$ cat config.mk
export PLATFORM = sky130hd
export DESIGN_NAME = ntcm_ctrl
export DESIGN_NICKNAME = d
export VERILOG_FILES = /design/src/rtl/ntcm_pkg.sv /design/src/rtl/ntcm_ctrl.sv
export SDC_FILE = /design/constraint.sdc
export NUM_CORES = 1
export LEC_CHECK = 0
export BUFFER_PORTS_ARGS = -buffer_cell sky130_fd_sc_hd__buf_4
export CELL_PAD_IN_SITES_DETAIL_PLACEMENT = 1
export CELL_PAD_IN_SITES_GLOBAL_PLACEMENT = 2
export CORE_MARGIN = 2
export CORE_UTILIZATION = 31
export DETAILED_ROUTE_END_ITERATION = 10
export GPL_TIMING_DRIVEN = 1
export PLACE_DENSITY = 0.93
export SYNTH_ARGS = -nofsm -noshare
export SYNTH_HDL_FRONTEND = slang
export SYNTH_SLANG_ARGS = --single-unit
export TNS_END_PERCENT = 10
$ cat constraint.sdc
create_clock -name clk -period 5.1 [get_ports clk]
set_input_delay 0.51 -clock clk [delete_from_list [all_inputs] [get_ports clk]]
set_output_delay 0.51 -clock clk [all_outputs]
set_load 0.02 [all_outputs]
$ cat src/rtl/ntcm_pkg.sv
// Shared types, constants and helper functions for the neural transistor current model.
// No dependencies; every other file imports this package.
package ntcm_pkg;

  localparam int FIELD_W     = 24;
  localparam int ADDR_IN_W   = 15;
  localparam int STORE_DEPTH = 32768;
  localparam int WADDR_W     = 17;
  localparam int GS_W        = 26;
  localparam int CS_W        = 31;
  localparam int S_TDATA_W   = 136;
  localparam int M_TDATA_W   = 48;
  localparam int CFG_IDX_W   = 3;
  localparam int CFG_DATA_W  = 32;

  localparam int OFF_ADDR  = 0;
  localparam int OFF_WVAL  = 15;
  localparam int OFF_TG    = 39;
  localparam int OFF_BG    = 63;
  localparam int OFF_DV    = 87;
  localparam int OFF_WIDTH = 111;

  localparam int VAL_W  = 32;
  localparam int OPA_W  = 33;
  localparam int OPB_W  = 33;
  localparam int PROD_W = 66;
  localparam int ACC_W  = 74;
  localparam int FRAC   = 16;
  localparam int RND_W  = ACC_W - FRAC;

  localparam logic signed [OPB_W-1:0] ONE_Q = 33'sd65536;

  typedef enum logic [CFG_IDX_W-1:0] {
    REG_GATE_SHIFT  = 3'd0,
    REG_GATE_INV    = 3'd1,
    REG_DRAIN_INV   = 3'd2,
    REG_CUR_SCALE   = 3'd3
  } cfg_reg_t;

  typedef enum logic [3:0] {
    PH_IDLE, PH_FEAT_G, PH_FEAT_V,
    PH_L0_S, PH_L0_T, PH_L0_E,
    PH_L1_S, PH_L1_T, PH_L1_E,
    PH_L2_S, PH_L2_T, PH_L2_E,
    PH_OUT_P, PH_OUT_Q, PH_OUT_C
  } phase_t;

  typedef enum logic [2:0] {
    ST_ISSUE, ST_DRAIN, ST_WB0, ST_WB1, ST_WB2, ST_WB3
  } step_t;

  typedef enum logic [2:0] {
    A_WEIGHT, A_GATE, A_DRAIN, A_SACT, A_P, A_Q
  } asel_t;

  typedef enum logic [3:0] {
    B_SV, B_TV, B_TP, B_VG, B_VD, B_T2, B_GIS, B_DIS, B_TACT, B_CS, B_WIDTH
  } bsel_t;

  typedef struct packed {
    logic               valid;
    logic               first;
    logic               bias;
    asel_t              a_sel;
    bsel_t              b_sel;
    logic [WADDR_W-1:0] waddr;
  } iss_t;

  // tanh sampled at steps of 1/4 from 0 to 4, unsigned Q0.16
  function automatic logic [15:0] tanh_entry(input logic [4:0] i);
    logic [15:0] v;
    unique case (i)
      5'd0:  v = 16'd0;
      5'd1:  v = 16'd16051;
      5'd2:  v = 16'd30285;
      5'd3:  v = 16'd41625;
      5'd4:  v = 16'd49912;
      5'd5:  v = 16'd55593;
      5'd6:  v = 16'd59320;
      5'd7:  v = 16'd61694;
      5'd8:  v = 16'd63179;
      5'd9:  v = 16'd64096;
      5'd10: v = 16'd64659;
      5'd11: v = 16'd65003;
      5'd12: v = 16'd65212;
      5'd13: v = 16'd65339;
      5'd14: v = 16'd65417;
      5'd15: v = 16'd65464;
      5'd16: v = 16'd65492;
      default: v = 16'd0;
    endcase
    return v;
  endfunction

  function automatic logic signed [VAL_W-1:0] sat32(input logic signed [RND_W-1:0] x);
    logic [RND_W-VAL_W:0] hi;
    hi = x[RND_W-1:VAL_W-1];
    if ((&hi) || !(|hi)) return x[VAL_W-1:0];
    else if (x[RND_W-1]) return {1'b1, {(VAL_W-1){1'b0}}};
    else return {1'b0, {(VAL_W-1){1'b1}}};
  endfunction

  function automatic logic [M_TDATA_W-1:0] sat48(input logic signed [RND_W-1:0] x);
    logic [RND_W-M_TDATA_W:0] hi;
    hi = x[RND_W-1:M_TDATA_W-1];
    if ((&hi) || !(|hi)) return x[M_TDATA_W-1:0];
    else if (x[RND_W-1]) return {1'b1, {(M_TDATA_W-1){1'b0}}};
    else return {1'b0, {(M_TDATA_W-1){1'b1}}};
  endfunction

  function automatic logic signed [VAL_W-1:0] add_sat32(input logic signed [VAL_W-1:0] a,
                                                        input logic signed [VAL_W-1:0] b);
    logic signed [VAL_W:0] s;
    s = (VAL_W+1)'(a) + (VAL_W+1)'(b);
    if (s[VAL_W] == s[VAL_W-1]) return s[VAL_W-1:0];
    else if (s[VAL_W]) return {1'b1, {(VAL_W-1){1'b0}}};
    else return {1'b0, {(VAL_W-1){1'b1}}};
  endfunction

endpackage

$ cat src/rtl/ntcm_ctrl.sv
// Sequencer: walks the layers neuron by neuron, issues MAC terms, runs write-back steps.
// Depends on ntcm_pkg.
module ntcm_ctrl
  import ntcm_pkg::*;
#(
  parameter int HIDDEN = 64,
  localparam int IDX_W = (HIDDEN > 1) ? $clog2(HIDDEN) : 1
) (
  input  logic             clk,
  input  logic             rst,
  input  logic             start,
  input  logic             pipe_idle,
  input  logic             out_free,
  output phase_t           phase,
  output step_t            step,
  output logic [IDX_W-1:0] r,
  output logic [IDX_W-1:0] vidx,
  output iss_t             iss
);

  localparam int KW = $clog2(HIDDEN + 2);
  localparam int H  = HIDDEN;
  localparam int HH = HIDDEN * HIDDEN;
  localparam logic [WADDR_W-1:0] A_S0W = WADDR_W'(0);
  localparam logic [WADDR_W-1:0] A_S0B = WADDR_W'(H);
  localparam logic [WADDR_W-1:0] A_T0W = WADDR_W'(2 * H);
  localparam logic [WADDR_W-1:0] A_E0W = WADDR_W'(3 * H);
  localparam logic [WADDR_W-1:0] A_E0B = WADDR_W'(3 * H + HH);
  localparam logic [WADDR_W-1:0] A_S1W = WADDR_W'(4 * H + HH);
  localparam logic [WADDR_W-1:0] A_S1B = WADDR_W'(4 * H + 2 * HH);
  localparam logic [WADDR_W-1:0] A_T1W = WADDR_W'(5 * H + 2 * HH);
  localparam logic [WADDR_W-1:0] A_E1W = WADDR_W'(5 * H + 3 * HH);
  localparam logic [WADDR_W-1:0] A_E1B = WADDR_W'(5 * H + 4 * HH);
  localparam logic [WADDR_W-1:0] A_S2W = WADDR_W'(6 * H + 4 * HH);
  localparam logic [WADDR_W-1:0] A_S2B = WADDR_W'(7 * H + 4 * HH);
  localparam logic [WADDR_W-1:0] A_T2W = WADDR_W'(7 * H + 4 * HH + 1);
  localparam logic [WADDR_W-1:0] A_E2W = WADDR_W'(8 * H + 4 * HH + 1);
  localparam logic [WADDR_W-1:0] A_E2B = WADDR_W'(8 * H + 4 * HH + 2);

  phase_t             phase_next;
  phase_t             phase_after;
  step_t              step_next;
  logic [KW-1:0]      k;
  logic [KW-1:0]      k_next;
  logic [KW-1:0]      n_val;
  logic [KW-1:0]      last_k;
  logic [IDX_W-1:0]   r_next;
  logic [WADDR_W-1:0] r_ext;
  logic [WADDR_W-1:0] r_times_h;
  logic [WADDR_W-1:0] row_base;
  logic [WADDR_W-1:0] bias_addr;
  logic               has_bias;
  logic               wide;
  logic               loop_ph;
  logic               emb_ph;
  logic               r_last;
  asel_t              a_sel;
  bsel_t              b_sel;

  always_ff @(posedge clk) begin
    if (rst) begin
      phase <= PH_IDLE;
      step  <= ST_ISSUE;
      k     <= '0;
      r     <= '0;
    end else begin
      phase <= phase_next;
      step  <= step_next;
      k     <= k_next;
      r     <= r_next;
    end
  end

  // job decode for the neuron in hand
  always_comb begin
    r_ext     = WADDR_W'(r);
    r_times_h = WADDR_W'(r_ext * WADDR_W'(H));
    row_base  = '0;
    bias_addr = '0;
    has_bias  = 1'b0;
    wide      = 1'b0;
    a_sel     = A_WEIGHT;
    b_sel     = B_SV;
    loop_ph   = 1'b0;
    emb_ph    = 1'b0;
    phase_after = PH_IDLE;
    unique case (phase)
      PH_IDLE: begin
        phase_after = PH_IDLE;
      end
      PH_FEAT_G: begin
        a_sel = A_GATE; b_sel = B_GIS; phase_after = PH_FEAT_V;
      end
      PH_FEAT_V: begin
        a_sel = A_DRAIN; b_sel = B_DIS; phase_after = PH_L0_S;
      end
      PH_L0_S: begin
        row_base = A_S0W + r_ext; bias_addr = A_S0B + r_ext; has_bias = 1'b1;
        b_sel = B_VG; loop_ph = 1'b1; phase_after = PH_L0_T;
      end
      PH_L0_T: begin
        row_base = A_T0W + r_ext; b_sel = B_VD; loop_ph = 1'b1; phase_after = PH_L0_E;
      end
      PH_L0_E: begin
        row_base = A_E0W + r_times_h; bias_addr = A_E0B + r_ext; has_bias = 1'b1;
        wide = 1'b1; b_sel = B_TP; loop_ph = 1'b1; emb_ph = 1'b1; phase_after = PH_L1_S;
      end
      PH_L1_S: begin
        row_base = A_S1W + r_times_h; bias_addr = A_S1B + r_ext; has_bias = 1'b1;
        wide = 1'b1; b_sel = B_SV; loop_ph = 1'b1; phase_after = PH_L1_T;
      end
      PH_L1_T: begin
        row_base = A_T1W + r_times_h; wide = 1'b1; b_sel = B_TV; loop_ph = 1'b1;
        phase_after = PH_L1_E;
      end
      PH_L1_E: begin
        row_base = A_E1W + r_times_h; bias_addr = A_E1B + r_ext; has_bias = 1'b1;
        wide = 1'b1; b_sel = B_TP; loop_ph = 1'b1; emb_ph = 1'b1; phase_after = PH_L2_S;
      end
      PH_L2_S: begin
        row_base = A_S2W; bias_addr = A_S2B; has_bias = 1'b1; wide = 1'b1; b_sel = B_SV;
        phase_after = PH_L2_T;
      end
      PH_L2_T: begin
        row_base = A_T2W; wide = 1'b1; b_sel = B_TV; phase_after = PH_L2_E;
      end
      PH_L2_E: begin
        row_base = A_E2W; bias_addr = A_E2B; has_bias = 1'b1; b_sel = B_T2; emb_ph = 1'b1;
        phase_after = PH_OUT_P;
      end
      PH_OUT_P: begin
        a_sel = A_SACT; b_sel = B_TACT; phase_after = PH_OUT_Q;
      end
      PH_OUT_Q: begin
        a_sel = A_P; b_sel = B_CS; phase_after = PH_OUT_C;
      end
      PH_OUT_C: begin
        a_sel = A_Q; b_sel = B_WIDTH; phase_after = PH_IDLE;
      end
      default: begin
        phase_after = PH_IDLE;
      end
    endcase
    n_val  = wide ? KW'(H) : KW'(1);
    last_k = has_bias ? n_val : n_val - KW'(1);
    r_last = (r == IDX_W'(H - 1));
  end

  // next state
  always_comb begin
    phase_next = phase;
    step_next  = step;
    k_next     = k;
    r_next     = r;
    priority if (phase == PH_IDLE) begin
      step_next = ST_ISSUE;
      k_next    = '0;
      r_next    = '0;
      if (start) phase_next = PH_FEAT_G;
    end else begin
      unique case (step)
        ST_ISSUE: begin
          if (k == last_k) begin
            step_next = ST_DRAIN;
            k_next    = '0;
          end else begin
            k_next = k + KW'(1);
          end
        end
        ST_DRAIN: begin
          if (pipe_idle) step_next = ST_WB0;
        end
        ST_WB0, ST_WB1, ST_WB2, ST_WB3: begin
          priority if (step == ST_WB0 && emb_ph) begin
            step_next = ST_WB1;
          end else if (step == ST_WB1) begin
            step_next = ST_WB2;
          end else if (step == ST_WB2) begin
            step_next = ST_WB3;
          end else if (phase == PH_OUT_C && !out_free) begin
            step_next = step;
          end else begin
            step_next = ST_ISSUE;
            if (loop_ph && !r_last) begin
              r_next = r + IDX_W'(1);
            end else begin
              r_next     = '0;
              phase_next = phase_after;
            end
          end
        end
        default: step_next = ST_ISSUE;
      endcase
    end
  end

  // outputs
  always_comb begin
    iss.valid = (phase != PH_IDLE) && (step == ST_ISSUE);
    iss.first = (k == '0);
    iss.bias  = has_bias && (k == n_val);
    iss.a_sel = a_sel;
    iss.b_sel = b_sel;
    iss.waddr = iss.bias ? bias_addr : row_base + WADDR_W'(k);
    vidx      = (step == ST_ISSUE) ? k[IDX_W-1:0] : r;
  end

endmodule

==> impl_metrics.yaml <==
logic_synthesis:
  flip_flop_and_latch_count_after_synthesis: 20
  synth_enable_flop_cells: 0
  postSynth.asyncResetShare_pct: 0
  synth_seq_area_share_pct: 15.0
  synth.cell_area_sq_um: 2680
  netlist_instances: 402
  synth_area_leader_cell: "dfxtp_1"
  post_synth_main_area_contributors: "dfxtp_1, ha_1, a21oi_1, nor2_1, o21ai_0"
  yosys_most_used_dff: "dfxtp_1"
  syn-mean-instance-area_sq_um: 6.66
  synth-warning-count: 0
  yosysTopAreaCellShare_pct: 15.0
  synth_cell_type_count: 58
floorplanning:
  start_util_pct: 32.3
  coreArea_sq_um: 8300
  placement_rows: 33
  num_io_pins: 51
  floorplan.die.width_um: 96.9
  dieArea_sq_um: 9400
  floorplan.die.height_um: 96.9
power_and_ir_drop:
  power_density_nw_per_um2: 119
  power_leakage_nw: 1.27
  max-vdd-ir-drop_v: 0.0000913
final_layout:
  layout.cells.most_common: "buf_4"
  area.sequential_sq_um: 400
  syn_to_final_growth_pct: 18.2
  layout.cells.most_common_list: "buf_4, nor2_1, nand2_1, a21oi_1, o21ai_0"
  final_design_area_no_fill_sq_um: 3170
  nets: 459
  fin_util_pct: 38.1
  drive_above_1_share_pct: 14.8
  filler_cell_count: 1055
  multi_input_gate_area_in_the_final_layout_sq_um: 2090
  insertedDiodeCount: 0
critical_path:
  worstRegToRegCells: 12
  regToRegSetupSlack_ns: 1.87
  setup_cp_type: "reg -> out"
  crit-reg2reg-capture: "step[0]$_SDFFE_PP0P_"
  regToRegStartpoint: "phase[2]$_SDFFE_PP0P_"
  arrival_ns: 4.05
  critical_path_peak_fanout: 9
  cp.required_ns: 4.59
  critical_path_endpoint_category: "primary output"
  cp-start-kind: "flip-flop"
clock_tree:
  cts_buffer_depth: 2
  numClockSinks: 20
  clock_tree.root_cell: "clkbuf_8"
  number_of_hold_repair_buffers_added_at_the_cts_stage: 0
  clk-insertion-delay-late_ns: 0.26
  post-cts-setup-buffers: 0
  cts-resized-gates: 0
  cts_made_buffers: 3
  cts.htree.levels: 1
  worst_setup_hold_path_clk_slew_ns: 0.08
  cts_tree: "done"
job:
  cap_viol_max_count: 0
sta:
  fin_worst_skew_ns: 0.00552
  final_tns_setup_ns: 0
  finalCritPeriodShare_pct: 89.4
  rsz0062_at_grt: "false"
  maxSlewViolCount: 0
  hold_ws_ns: 0.437
  maxClockFrequency_ghz: 0.219
  finalHoldViolCount: 0
  report.final.setup_viol: 0
  worst-slew-pin-transition_ns: 0.902
  finalCriticalPeriod_ns: 4.56
  max-slew-margin-rel_pct: 39.3
detailed_routing:
  drc_errors: 0
  dr_iter_0_viols: 93
  drt_pass1_iterations: 4
  detailroute.via_count: 3014
  wl_per_cell_um: 17.4
  detail_route.wirelength_mm: 9.36
  route.antenna.remaining_nets: 0
  viasPerCell: 5.60
global_route:
  first_global_vias: 3011
  globalRouteTotalUtil_pct: 19.5
  antenna_violations_before_repair: 0
  grt_max_degree: 27
  grt_pass1_wl_mm: 15.4
  grt_remaining_overflow: 0
worst_hold_path:
  worst_hold_path.endpoint: "phase[0]$_SDFFE_PP0P_"
  timing.hold.worst.start: "rst"
  worstHoldPathType: "in -> reg"
  timing.hold.worst_path_depth: 2
placement:
  gp_congestion: 0.871
  placedInstanceArea_sq_um: 3090
  hpwl_mm: 7.34
  port_buffers: 48
run_status:
  status: "finished clean"
==> layer usage <==
metal | global-route usage [%] | vias to the layer above | share of wire [%]
met4 | 3.14 | 0 | 1.1
met5 | 0 | - | 0
met2 | 33.9 | 58 | 48
met1 | 26.5 | 1464 | 48
li1 | - | 1480 | -
met3 | 1.88 | 12 | 3.5
==> area by class of cell <==
type | instances | area share, %
Timing Repair Buffer | 53 | 12.6
Multi-Input combinational cell | 336 | 66.0
Inverter | 20 | 2.37
Clock inverter | 1 | 0.949
Clock buffer | 3 | 1.30
Sequential cell | 20 | 12.6
Tap cell | 105 | 4.15
==> worst max-delay path, stage by stage, from the launching register on <==
cell and delay, ns:
dfxtp_1 0.39, inv_1 0.09, ha_1 0.31, and3_1 0.28
a31oi_1 0.43, nand2b_1 0.22, inv_1 0.06, ha_1 0.28
a21o_1 0.13, a211oi_1 0.09, o21a_1 0.22, a2111oi_0 0.31
or4b_1 0.51, xnor2_1 0.14, mux2i_1 0.14, buf_4 0.17
==> synth_stat cells, types with 7 or more instances <==
cell	number
nor3_1	14
nand2_1	43
nor2b_1	10
inv_1	20
a21oi_1	35
ha_1	19
clkbuf_1	18
xor2_1	12
nor2_1	46
dfxtp_1	20
xnor2_1	11
nand3_1	9
o21ai_0	34
a21o_1	7
nand2b_1	9
==> registers in the layout, summed over array words and instances (netlist names) <==
register / cells
k: 7
step: 3
phase: 4
r: 6
==> power breakdown <==
part           internal [mW]  switching, mW
Combinational         0.0189         0.0343
Sequential             0.157        0.00502
Clock                  0.105         0.0567
Total                  0.281         0.0961
==> per-stage QoR <==
stage | instances | power, mW | setup WS [ns]
finish | 538 | 0.377 | 0.543
global route | 538 | 0.393 | 0.101
CTS | 538 | 0.382 | 0.536
detailed placement | 534 | 0.219 | 0.852
global placement | 534 | 0.219 | 1.03
floorplan | 403 | 0.201 | 0.814
==> worst max path at each step <==
stage / to / start
after floorplan: iss[12] / phase[2]$_SDFFE_PP0P_
after global placement: iss[13] / phase[2]$_SDFFE_PP0P_
after detailed placement: iss[13] / phase[2]$_SDFFE_PP0P_
after CTS: iss[13] / phase[2]$_SDFFE_PP0P_
after global routing: iss[12] / phase[3]$_SDFFE_PP0P_
final: iss[13] / phase[2]$_SDFFE_PP0P_
==> cells by family after synthesis <==
kind of cell / count (synthesis) / share of synthesized area, %
muxes: 6 / 2.34
other: 1 / 0.140
buffers and inverters: 47 / 7.15
AOI/OAI and AO/OA: 124 / 29.3
DFF: 20 / 15.0
xor gates and xnor gates: 23 / 7.52
adders and majority gates: 20 / 9.63
and+or+nand+nor: 161 / 28.9
Power figures use the tool's default switching activity.
